**src/design/qpd_pkg.sv**
```systemverilog
`default_nettype none

package qpd_pkg;

  // item kinds
  localparam logic [1:0] KIND_EDGE      = 2'd0;
  localparam logic [1:0] KIND_RECOMPUTE = 2'd1;
  localparam logic [1:0] KIND_CALIBRATE = 2'd2;

  // drive direction codes
  localparam logic [1:0] DIR_BRAKE = 2'd0;
  localparam logic [1:0] DIR_FWD   = 2'd1;
  localparam logic [1:0] DIR_REV   = 2'd2;

  // configuration register indexes
  localparam logic [1:0] REG_GAIN    = 2'd0;
  localparam logic [1:0] REG_TARGET  = 2'd1;
  localparam logic [1:0] REG_ENABLE  = 2'd2;

  // reset values
  localparam logic [7:0]  GAIN_RESET     = 8'd4;
  localparam logic [15:0] POSITION_RESET = 16'd1;

  // duty scaling: gain*mag*255/768 == gain*mag*85/256, saturates from 772 up
  localparam logic [23:0] SAT_PRODUCT = 24'd772;
  localparam logic [6:0]  DUTY_SCALE  = 7'd85;
  localparam logic [7:0]  DUTY_MAX    = 8'd255;

  typedef enum logic [1:0] {
    STEP_BAD  = 2'd0,
    STEP_UP   = 2'd1,
    STEP_DOWN = 2'd2
  } step_t;

  // decode table, indexed by {previous sample, current sample}
  localparam step_t STEP_TABLE [16] = '{
    STEP_BAD,  STEP_DOWN, STEP_UP,   STEP_BAD,
    STEP_UP,   STEP_BAD,  STEP_BAD,  STEP_DOWN,
    STEP_DOWN, STEP_BAD,  STEP_BAD,  STEP_UP,
    STEP_BAD,  STEP_UP,   STEP_DOWN, STEP_BAD
  };

  // what the front part hands to the back part
  typedef struct packed {
    logic [15:0] position;
    logic [7:0]  error_count;
  } q_item_t;

  function automatic step_t step_decode(input logic [1:0] prev, input logic [1:0] cur);
    return STEP_TABLE[{prev, cur}];
  endfunction

endpackage

`default_nettype wire

```
**src/design/qpd_queue.sv**
```systemverilog
`default_nettype none

module qpd_queue
  import qpd_pkg::*;
#(
  parameter int DEPTH = 2
) (
  input  wire logic    clk,
  input  wire logic    rst,
  input  wire logic    push,
  input  wire q_item_t push_item,
  input  wire logic    pop,
  output logic         full,
  output logic         empty,
  output q_item_t      head
);

  localparam int PTR_W = $clog2(DEPTH);
  localparam int CNT_W = $clog2(DEPTH + 1);

  q_item_t            slots [DEPTH];
  logic [PTR_W-1:0]   wr_ptr;
  logic [PTR_W-1:0]   rd_ptr;
  logic [CNT_W-1:0]   count;

  assign full  = (count == CNT_W'(DEPTH));
  assign empty = (count == '0);
  assign head  = slots[rd_ptr];

  // entry storage
  always_ff @(posedge clk) begin
    if (push) begin
      slots[wr_ptr] <= push_item;
    end
  end

  // pointers and fill count
  always_ff @(posedge clk) begin
    if (rst) begin
      wr_ptr <= '0;
      rd_ptr <= '0;
      count  <= '0;
    end else begin
      if (push) begin
        wr_ptr <= (wr_ptr == PTR_W'(DEPTH - 1)) ? '0 : wr_ptr + PTR_W'(1);
      end
      if (pop) begin
        rd_ptr <= (rd_ptr == PTR_W'(DEPTH - 1)) ? '0 : rd_ptr + PTR_W'(1);
      end
      if (push && !pop) begin
        count <= count + CNT_W'(1);
      end else if (pop && !push) begin
        count <= count - CNT_W'(1);
      end
    end
  end

endmodule

`default_nettype wire

```
**src/design/qpd_front.sv**
```systemverilog
`default_nettype none

module qpd_front
  import qpd_pkg::*;
(
  input  wire logic       clk,
  input  wire logic       rst,
  input  wire logic       in_valid,
  output logic            in_stall,
  input  wire logic [1:0] kind,
  input  wire logic [1:0] encoder_ab,
  input  wire logic       q_full,
  output logic            push,
  output q_item_t         push_item
);

  logic [15:0] position_cnt;
  logic [15:0] position_cnt_next;
  logic [7:0]  invalid_steps;
  logic [7:0]  invalid_steps_next;
  logic [1:0]  last_sample;
  logic [1:0]  last_sample_next;
  step_t       step;

  assign in_stall = q_full;
  assign push     = in_valid && !q_full;

  assign step = step_decode(last_sample, encoder_ab);

  // classify the item and update the counter state
  always_comb begin
    position_cnt_next  = position_cnt;
    invalid_steps_next = invalid_steps;
    last_sample_next   = last_sample;
    unique case (kind)
      KIND_EDGE: begin
        last_sample_next = encoder_ab;
        unique case (step)
          STEP_UP:   position_cnt_next = position_cnt + 16'd1;
          STEP_DOWN: position_cnt_next = position_cnt - 16'd1;
          default:   invalid_steps_next = invalid_steps + 8'd1;
        endcase
      end
      KIND_CALIBRATE: begin
        position_cnt_next = POSITION_RESET;
      end
      default: begin
        // recompute, and the unused code, leave the state alone
      end
    endcase
  end

  assign push_item.position    = position_cnt_next;
  assign push_item.error_count = invalid_steps_next;

  always_ff @(posedge clk) begin
    if (rst) begin
      position_cnt  <= POSITION_RESET;
      invalid_steps <= '0;
      last_sample   <= '0;
    end else if (push) begin
      position_cnt  <= position_cnt_next;
      invalid_steps <= invalid_steps_next;
      last_sample   <= last_sample_next;
    end
  end

endmodule

`default_nettype wire

```
**src/design/qpd_back.sv**
```systemverilog
`default_nettype none

module qpd_back
  import qpd_pkg::*;
(
  input  wire logic        clk,
  input  wire logic        rst,
  input  wire logic [7:0]  gain,
  input  wire logic [15:0] target_position,
  input  wire logic        drive_enable,
  input  wire logic        q_empty,
  input  wire q_item_t     q_head,
  output logic             pop,
  output logic             out_valid,
  input  wire logic        out_stall,
  output logic [1:0]       direction,
  output logic [7:0]       pwm_duty,
  output logic [15:0]      position,
  output logic [7:0]       error_count
);

  logic        advance;
  logic [15:0] diff;
  logic        neg;
  logic [15:0] mag;

  // stage 1: error magnitude and direction
  logic        s1_valid;
  logic [15:0] s1_mag;
  logic        s1_gt1;
  logic [1:0]  s1_dir;
  q_item_t     s1_item;

  // stage 2: gain product
  logic        s2_valid;
  logic [23:0] s2_prod;
  logic        s2_gt1;
  logic [1:0]  s2_dir;
  q_item_t     s2_item;

  logic [16:0] scaled;
  logic [7:0]  duty;

  // the whole chain moves unless the output register is held
  assign advance = !out_valid || !out_stall;
  assign pop     = advance && !q_empty;

  assign diff = q_head.position - target_position;
  assign neg  = diff[15];
  assign mag  = neg ? (~diff + 16'd1) : diff;

  always_ff @(posedge clk) begin
    if (advance) begin
      s1_mag  <= mag;
      s1_gt1  <= (mag > 16'd1);
      s1_item <= q_head;
      if (drive_enable && (mag != 16'd0)) begin
        s1_dir <= neg ? DIR_REV : DIR_FWD;
      end else begin
        s1_dir <= DIR_BRAKE;
      end
    end
  end

  always_ff @(posedge clk) begin
    if (advance) begin
      s2_prod <= 24'(gain) * 24'(s1_mag);
      s2_gt1  <= s1_gt1;
      s2_dir  <= s1_dir;
      s2_item <= s1_item;
    end
  end

  // duty: 0 on brake or mag<=1, saturated, else prod*85/256
  assign scaled = 17'(s2_prod[9:0]) * 17'(DUTY_SCALE);

  always_comb begin
    priority if (s2_dir == DIR_BRAKE || !s2_gt1) begin
      duty = '0;
    end else if (s2_prod >= SAT_PRODUCT) begin
      duty = DUTY_MAX;
    end else begin
      duty = scaled[15:8];
    end
  end

  // output register
  always_ff @(posedge clk) begin
    if (advance) begin
      direction   <= s2_dir;
      pwm_duty    <= duty;
      position    <= s2_item.position;
      error_count <= s2_item.error_count;
    end
  end

  // stage valid bits
  always_ff @(posedge clk) begin
    if (rst) begin
      s1_valid  <= 1'b0;
      s2_valid  <= 1'b0;
      out_valid <= 1'b0;
    end else if (advance) begin
      s1_valid  <= !q_empty;
      s2_valid  <= s1_valid;
      out_valid <= s2_valid;
    end
  end

endmodule

`default_nettype wire

```
**src/design/quadrature_position_p_drive.sv**
```systemverilog
// Quadrature position decoder with a proportional position drive.
// Input channel (in_valid / in_stall): kind and encoder_ab. An edge sample
// steps the 16-bit position or bumps the error count, a calibrate sets the
// position to 1, a recompute leaves the state alone. Every item gives one
// result on the output channel (out_valid / out_stall): direction, pwm_duty,
// position and error_count after that item.
// Configuration: wr_en, wr_index (0 gain, 1 target_position, 2 drive_enable)
// and wr_data; the user must see they are written only while no item is in
// flight, which the block itself does not enforce. From input transfer to
// result valid: counter update and queue write at the transfer, then the
// magnitude stage, multiply stage and output register. Throughput is one
// item per cycle while the queue is not full.
// The queue between the front and the back holds QUEUE_DEPTH items; when it
// is full in_stall rises. A stall on the output holds the result and the
// whole back pipeline; the front keeps taking items until the queue fills.
// Reset (rst, synchronous): position 1, error count 0, last sample 0,
// gain 4, target 0, drive disabled, queue and pipeline empty.
`default_nettype none

module quadrature_position_p_drive
  import qpd_pkg::*;
#(
  parameter int QUEUE_DEPTH = 2
) (
  input  wire logic        clk,
  input  wire logic        rst,
  input  wire logic        in_valid,
  output logic             in_stall,
  input  wire logic [1:0]  kind,
  input  wire logic [1:0]  encoder_ab,
  output logic             out_valid,
  input  wire logic        out_stall,
  output logic [1:0]       direction,
  output logic [7:0]       pwm_duty,
  output logic [15:0]      position,
  output logic [7:0]       error_count,
  input  wire logic        wr_en,
  input  wire logic [1:0]  wr_index,
  input  wire logic [15:0] wr_data
);

  logic [7:0]  gain;
  logic [15:0] target_position;
  logic        drive_enable;

  logic        q_push;
  q_item_t     q_push_item;
  logic        q_pop;
  logic        q_full;
  logic        q_empty;
  q_item_t     q_head;

  // configuration registers
  always_ff @(posedge clk) begin
    if (rst) begin
      gain            <= GAIN_RESET;
      target_position <= '0;
      drive_enable    <= 1'b0;
    end else if (wr_en) begin
      unique case (wr_index)
        REG_GAIN:   gain            <= wr_data[7:0];
        REG_TARGET: target_position <= wr_data;
        REG_ENABLE: drive_enable    <= wr_data[0];
        default: begin
        end
      endcase
    end
  end

  qpd_front u_front (
    .clk        (clk),
    .rst        (rst),
    .in_valid   (in_valid),
    .in_stall   (in_stall),
    .kind       (kind),
    .encoder_ab (encoder_ab),
    .q_full     (q_full),
    .push       (q_push),
    .push_item  (q_push_item)
  );

  qpd_queue #(
    .DEPTH (QUEUE_DEPTH)
  ) u_queue (
    .clk       (clk),
    .rst       (rst),
    .push      (q_push),
    .push_item (q_push_item),
    .pop       (q_pop),
    .full      (q_full),
    .empty     (q_empty),
    .head      (q_head)
  );

  qpd_back u_back (
    .clk             (clk),
    .rst             (rst),
    .gain            (gain),
    .target_position (target_position),
    .drive_enable    (drive_enable),
    .q_empty         (q_empty),
    .q_head          (q_head),
    .pop             (q_pop),
    .out_valid       (out_valid),
    .out_stall       (out_stall),
    .direction       (direction),
    .pwm_duty        (pwm_duty),
    .position        (position),
    .error_count     (error_count)
  );

  // a nonzero duty always comes with a drive direction
  assert property (@(posedge clk) disable iff (rst)
    out_valid && (pwm_duty != 8'd0) |-> (direction != DIR_BRAKE))
    else $error("nonzero duty with brake direction");

  // a disabled drive always brakes
  assert property (@(posedge clk) disable iff (rst)
    out_valid && !drive_enable |-> (direction == DIR_BRAKE) && (pwm_duty == 8'd0))
    else $error("drive active while disabled");

  // nothing is valid right after reset
  assert property (@(posedge clk)
    !rst && $past(rst) |-> !out_valid && q_empty)
    else $error("pipeline not empty after reset");

endmodule

`default_nettype wire

```
**config.mk**
```make
export PLATFORM = sky130hd
export DESIGN_NAME = quadrature_position_p_drive
export DESIGN_NICKNAME = d
export VERILOG_FILES = /design/src/design/qpd_pkg.sv /design/src/design/qpd_queue.sv /design/src/design/qpd_front.sv /design/src/design/qpd_back.sv /design/src/design/quadrature_position_p_drive.sv
export SDC_FILE = /design/constraint.sdc
export NUM_CORES = 1
export LEC_CHECK = 0
export BUFFER_PORTS_ARGS = -buffer_cell sky130_fd_sc_hd__buf_4
export CELL_PAD_IN_SITES_DETAIL_PLACEMENT = 1
export CELL_PAD_IN_SITES_GLOBAL_PLACEMENT = 2
export CORE_MARGIN = 2
export CORE_UTILIZATION = 42
export DETAILED_ROUTE_END_ITERATION = 10
export GPL_TIMING_DRIVEN = 0
export PLACE_DENSITY_LB_ADDON = 0.1
export SETUP_SLACK_MARGIN = 0.5
export SLEW_MARGIN = 20
export SYNTH_ARGS = -nofsm -noshare
export SYNTH_HDL_FRONTEND = slang
export SYNTH_SLANG_ARGS = --single-unit
```
**constraint.sdc**
```tcl
create_clock -name clk -period 6.55 [get_ports clk]
set_clock_uncertainty 0.15 [all_clocks]
set_input_delay 0.3275 -clock clk [delete_from_list [all_inputs] [get_ports clk]]
set_output_delay 0.3275 -clock clk [all_outputs]
set_load 0.02 [all_outputs]
```
==> results.json, run 1 <==
{
  "ys_ff_latch": 235,
  "worstPathRequired_ps": 6700,
  "cts_setup_buffers": 0,
  "critical-path-slowest-cell": "dfxtp_1",
  "pwr-share-seq_pct": 29.7,
  "p_switching_mw": 3.515,
  "antenna_found_initial": 0,
  "maxSlewHeadroom_pct": 45.94,
  "ioPinCount": 63,
  "path_max_fanout": 10,
  "final_cell_area_sq_um": 17800,
  "crit_path_end_kind": "flip-flop",
  "p_sw_share_pct": 41.32,
  "min_path_type": "in -> reg",
  "clock.fmax_ghz": 0.1739,
  "path_common_cell": "fa_1",
  "avgViaCountPerCell": 5.213,
  "hold_violations": 0,
  "cp_data_arrival_time_ps": 5900,
  "synthFlopType": "edfxtp_1",
  "start_util_pct": 42.56,
  "syn_nets": 1681,
  "dr.first_iter.drc_count": 348,
  "wl_per_cell_um": 18.38,
  "clock_sink_count": 235,
  "route.detailed.drc": 0,
  "synth_edf_count": 176,
  "htree_levels": 1,
  "seq_area_frac_synth_pct": 41.50,
  "globalRouteOverflowTotal": 0,
  "worstPathCellList": "clkbuf_2 -> nand2_1 -> fa_1 -> fa_1 -> inv_1 -> fa_1 -> inv_1 -> fa_1 -> inv_1 -> ha_1 -> a21oi_1 -> o21ai_0 -> a211oi_1 -> o211ai_1 -> a31o_2 -> a21oi_1 -> xnor2_1",
  "worst-path-buf-inv": 4,
  "synthDistinctLibCells": 82,
  "dpl-instance-area_sq_um": 16720,
  "power_frac_clock_pct": 16.5,
  "max_cap_viol_count": 0,
  "fin_crit_sh_pct": 87.81,
  "portBuffers": 61,
  "drt_pass1_iterations": 4,
  "slowest_delay_ps": 590,
  "crit_family": "adder cells",
  "clkLatencyLatePin_ps": 550,
  "syn_to_final_growth_pct": 14.26,
  "die-height_um": 196.6,
  "dieArea_sq_um": 38660,
  "intPower_mw": 4.992,
  "outcome": "finished clean",
  "critPathKind": "reg -> reg",
  "root_buffer": "clkbuf_16",
  "n_antenna_cell": 0,
  "ys.warnings.count": 0,
  "power.leakage_nw": 7.724,
  "place_hpwl_um": 28880,
  "setup_violations": 0,
  "critPathLaunchType": "flip-flop",
  "setup_tns_ps": 0,
  "clkSlewWorstSetupHoldPaths_ps": 60,
  "antenna_left": 0,
  "track_usage_pct": 20.37,
  "syn_area_sq_um": 15580,
  "drt-total-wl_um": 37670,
  "via_count": 10681,
  "peakVddDrop_mv": 0.2440,
  "combinationalPowerShare_pct": 53.8,
  "die_width_um": 196.6,
  "grt_max_degree": 59,
  "clk_path_buf_depth": 3,
  "timing.hold.ws_ps": 34.99,
  "core_area_sq_um": 36610,
  "power_mw": 8.507,
  "slew_violations": 0,
  "gp_congestion": 0.8091,
  "final_nets": 1798,
  "cts_tree": "done",
  "fp-row-count": 70,
  "period_minus_slack_ps": 5752,
  "cts_inserted_buffers": 27,
  "async_flop_share_pct": 0,
  "worstMarginPinSlew_ps": 810.9,
  "p_per_area_nw_per_um2": 477.8,
  "rsz0062_at_grt": "true",
  "drive_gt1_share_pct": 10.63,
  "fillerInstances": 3994,
  "grt_pass1_wl_um": 61760,
  "grt_pass1_vias": 11603,
  "syn-instance-count": 1443,
  "syn-mean-instance-area_sq_um": 10.80
}
power groups by stage:
stage	Sequential [mW]	Combinational (mW)	Clock, mW
6_report	2.53	4.58	1.41
4_1_cts	2.53	4.67	1.45
3_3_place_gp	2.54	4.52	0
5_1_grt	2.58	5.28	1.50
2_1_floorplan	2.51	3.38	0
3_5_place_dp	2.55	4.62	0
cells in the mapped netlist, types with 4 or more instances:
cell type | number | area share, %
inv_1 | 183 | 4.4
edfxtp_1 | 176 | 34
ha_1 | 114 | 9.2
nand2_1 | 109 | 2.6
and2_1 | 107 | 4.3
fa_1 | 97 | 12
nor2_1 | 92 | 2.2
a21oi_1 | 68 | 2.2
dfxtp_1 | 59 | 7.6
xnor2_1 | 58 | 3.3
o21ai_0 | 31 | 1.0
xor2_1 | 30 | 1.7
clkbuf_1 | 28 | 0.67
nor3_1 | 27 | 0.87
mux2_2 | 25 | 1.8
nand3_1 | 25 | 0.80
a22o_1 | 17 | 0.96
a21o_1 | 16 | 0.77
o21a_1 | 12 | 0.58
mux2i_1 | 11 | 0.71
or3_1 | 9 | 0.36
nand2b_1 | 8 | 0.32
nor4_1 | 8 | 0.32
o21bai_1 | 7 | 0.34
a211oi_1 | 6 | 0.29
a21boi_0 | 6 | 0.29
nand4_1 | 6 | 0.24
nor2b_1 | 6 | 0.24
o211ai_1 | 6 | 0.29
a211o_1 | 5 | 0.28
a31oi_1 | 5 | 0.20
and3_1 | 5 | 0.20
nor3b_1 | 5 | 0.24
buf_1 | 4 | 0.096
or2_2 | 4 | 0.16
sequential cells by signal (all words and copies together) (netlist names), 2 cells and up, named ones only:
| signal | count |
|---|---|
| u_back.error_count | 8 |
| u_back.s1_mag | 16 |
| target_position | 16 |
| u_back.direction | 2 |
| u_front.invalid_steps | 8 |
| u_queue.slots | 48 |
| u_front.position_cnt | 16 |
| u_back.position | 16 |
| u_back.s2_item | 24 |
| u_queue.count | 2 |
| u_back.s1_dir | 2 |
| u_back.pwm_duty | 8 |
| u_front.last_sample | 2 |
| gain | 8 |
| u_back.s1_item | 24 |
| u_back.s2_prod | 24 |
| u_back.s2_dir | 2 |
kinds of logic after synthesis:
logic type      after synthesis  share of synthesized area [%]
simple gates                434                          14.21
compound gates              219                          9.644
buf+inv                     220                          5.565
fa+ha+maj                   211                          21.62
xor+xnor                     88                          4.947
flops                       235                          41.50
mux                          36                          2.513
area by class of cell:
class	instances	area [sq um]	area share (%)
Multi-Input combinational cell	988	8269	46.45
Sequential cell	235	6466	36.32
Timing Repair Buffer	88	780.7	4.385
Clock buffer	36	719.4	4.041
Inverter	183	686.9	3.858
Tap cell	468	585.6	3.289
Buffer	37	188.9	1.061
Clock inverter	14	106.4	0.5974
per-layer routing:
| metal | wire (um) | up-vias | global-route usage, % |
|---|---|---|---|
| met2 | 19520 | 117 | 38.09 |
| met3 | 944 | 52 | 2.430 |
| met4 | 885 | 0 | 4.957 |
| met5 | 0 | - | 0 |
| li1 | - | 5187 | - |
| met1 | 16320 | 5325 | 24.96 |
stage by stage:
step | worst slack (ps) | std cells | utilization, %
global route | 445.0 | 2049 | 48.63
global placement | -230.8 | 1972 | 45.41
CTS | 627.9 | 2049 | 48.60
finish | 798.3 | 2049 | 48.63
detailed placement | 463.5 | 1975 | 45.68
floorplan | 1422 | 1443 | -
worst paths after layout:
path	startpoint	to	slack (ps)	cells past startpoint
worst min-delay path	wr_index[1]	target_position[0]	30	4
worst min register to register	u_back.s1_item[9]	u_back.s2_item[9]	270	0
worst max-delay path	gain[7]	u_back.s2_prod[20]	800	17
worst max register to register	gain[7]	u_back.s2_prod[20]	800	17
placed cells by master (no fill, tap or decap), types with 25 or more instances in the layout:
cell type	n
nor3_1	26
buf_4	62
a21oi_1	68
fa_1	97
ha_1	114
clkbuf_1	30
edfxtp_1	176
clkbuf_16	27
mux2_2	25
and2_1	107
xnor2_1	58
nand2_1	108
dfxtp_1	59
nor2_1	91
nand3_1	25
xor2_1	30
inv_1	183
o21ai_0	31
repair_timing:
| item | CTS | global route |
|---|---|---|
| hold buffers | 24 | 0 |
| hold endpoints to repair | 31 | 0 |
| endpoints found under the setup margin | 2 | 7 |
| resized for setup | 1 | 11 |
worst register-to-register path, delay by kind of cell, from the launching register on:
kind / cells / cell delay (ps)
adder cells (fa/ha/maj): 5 / 2460
AO/OA/AOI/OAI: 6 / 1520
AND/OR/NAND/NOR: 1 / 140
flip-flops: 1 / 590
buffers and inverters: 4 / 560
XOR/XNOR: 1 / 90
Power figures use the tool's default switching activity.
==> run 2: changes to the inputs <==
==> constraint.sdc (replaced) <==
create_clock -name clk -period 6.55 [get_ports clk]
set_clock_uncertainty 0.15 [all_clocks]
set_input_delay 1.6375 -clock clk [delete_from_list [all_inputs] [get_ports clk]]
set_output_delay 1.6375 -clock clk [all_outputs]
set_load 0.02 [all_outputs]
==> run 2 against run 1 <==
Compared with the run above:
- flip-flop and latch count unchanged
- clock power rose by 18%
- via count down 1.7%
- sequential share of layout area grew 0.18 points
- fmax grew 0.45%
- highest routed layer unchanged
- routed wire length shrank 2.8%
- critical path type unchanged
- largest cell class unchanged
- utilization is 0.24 points lower
==> results.json, run 2 (synthesis results as in run 1) <==
{
  "core_area_sq_um": 36610,
  "intPower_mw": 5.192,
  "top_register": "u_queue.slots",
  "via_count": 10503,
  "n_antenna_cell": 0,
  "setup_tns_ps": 0,
  "clkLatencyLatePin_ps": 580,
  "fillerInstances": 3982,
  "root_buffer": "clkbuf_16",
  "path_common_cell": "fa_1",
  "p_sw_share_pct": 40.37,
  "worst-path-buf-inv": 4,
  "multi_input_area_sq_um": 8273,
  "max_cap_viol_count": 0,
  "grt_max_degree": 87,
  "globalRouteOverflowTotal": 0,
  "drt-total-wl_um": 36630,
  "antenna_left": 0,
  "final_nets": 1775,
  "hold_violations": 0,
  "grt_pass1_wl_um": 59620,
  "rsz0062_at_grt": "false",
  "power.leakage_nw": 7.697,
  "cts_tree": "done",
  "avgViaCountPerCell": 5.179,
  "worstMarginPinSlew_ps": 1042,
  "die_width_um": 196.6,
  "dieArea_sq_um": 38660,
  "syn_to_final_growth_pct": 13.70,
  "largest_reg_flops": 48,
  "peakVddDrop_mv": 0.2464,
  "grt_pass1_vias": 11195,
  "clkSlewWorstSetupHoldPaths_ps": 60,
  "place_hpwl_um": 28090,
  "worstPathRequired_ps": 6700,
  "combinationalPowerShare_pct": 52.3,
  "portBuffers": 61,
  "p_switching_mw": 3.514,
  "slew_violations": 0,
  "fp-row-count": 70,
  "wl_per_cell_um": 18.06,
  "layout_commonest_cell": "inv_1",
  "worstPathCellList": "clkbuf_1 -> nand2_1 -> fa_1 -> inv_1 -> fa_1 -> fa_1 -> inv_1 -> fa_1 -> inv_1 -> ha_1 -> a21oi_1 -> o21ai_0 -> a211oi_1 -> o211ai_1 -> a31o_2 -> a21oi_1 -> xnor2_1",
  "pre_cts_slack_ps": 663.4,
  "cp_data_arrival_time_ps": 5880,
  "start_util_pct": 42.56,
  "gp_congestion": 0.8304,
  "antenna_found_initial": 0,
  "setup_slack_ps": 824.4,
  "route.detailed.drc": 0,
  "drive_gt1_share_pct": 11.09,
  "dr.first_iter.drc_count": 402,
  "hold_buffers": 0,
  "pwr-share-seq_pct": 28.7,
  "slowest_delay_ps": 550,
  "layout_common_cells": "inv_1, edfxtp_1, ha_1",
  "layout.area.seq_sq_um": 6466,
  "period_minus_slack_ps": 5726,
  "track_usage_pct": 19.65,
  "cts_inserted_buffers": 29,
  "die-height_um": 196.6,
  "critical-path-slowest-cell": "fa_1",
  "min_path_type": "reg -> reg",
  "clock_sink_count": 235,
  "maxSlewHeadroom_pct": 30.01,
  "crit_path_end_kind": "flip-flop",
  "p_per_area_nw_per_um2": 491.4,
  "critPathKind": "reg -> reg",
  "crit_family": "adder cells",
  "outcome": "finished clean",
  "clock.fmax_ghz": 0.1747,
  "htree_levels": 1,
  "ioPinCount": 63,
  "drt_pass1_iterations": 5,
  "final_core_util_pct": 48.39,
  "clk_path_buf_depth": 3,
  "path_max_fanout": 10,
  "critPathLaunchType": "flip-flop",
  "setup_violations": 0,
  "fin_crit_sh_pct": 87.41,
  "power_frac_clock_pct": 19.1
}
run 2: cell count changes in the layout (fill, tap and decap cells not counted), moves of 2 or more:
cell and delta:
bufinv_16 +3, dlygate4sd3_1 -24, clkinv_1 -4, clkbuf_2 -2, clkbuf_16 +3, inv_6 -2, clkinv_2 +3
run 2: final cells by class:
class	instances	area share (%)
clock buffers	39	4.541
flip-flops and latches	235	36.50
inverters	183	3.877
well taps	468	3.305
clock inverters	15	1.130
plain buffers	37	1.052
repair buffers	63	2.896
multi-input cells	988	46.70
run 2: per-stage QoR:
stage	hold WS [ps]	power (mW)	cells	instance area (sq um)
detailed placement	255.2	7.129	1974	16700
global route	269.4	9.528	2028	17720
finish	262.1	8.706	2028	17720
global placement	252.9	7.010	1972	16630
CTS	266.0	8.849	2028	17710
floorplan	250.3	5.890	1443	15580
run 2: worst paths after layout:
check                                         from                  to  slack (ps)  cells after the start
worst max register to register             gain[3]  u_back.s2_prod[20]         820                     17
worst max-delay path                       gain[3]  u_back.s2_prod[20]         820                     17
worst min register to register  u_back.s1_item[12]  u_back.s2_item[12]         260                      0
worst min-delay path            u_back.s1_item[12]  u_back.s2_item[12]         260                      0
run 2: power groups by stage:
| stage | Clock (mW) | Sequential [mW] | Combinational [mW] |
|---|---|---|---|
| after floorplan | 0 | 2.51 | 3.38 |
| final | 1.66 | 2.50 | 4.55 |
| after CTS | 1.71 | 2.50 | 4.64 |
| after global placement | 0 | 2.52 | 4.49 |
| after detailed placement | 0 | 2.52 | 4.61 |
| after global routing | 1.75 | 2.56 | 5.22 |
run 2: what timing repair did:
item,4_1_cts,5_1_grt
setup endpoints to repair,0,5
gates resized for setup,0,10
setup buffers,0,0
run 2: layer usage:
layer,global-route usage (%),vias to the layer above,wire length [um]
met1,24.42,5182,16270
li1,-,5137,-
met2,35.59,123,18250
met4,6.182,0,1194
met5,0,-,0
met3,2.481,61,913
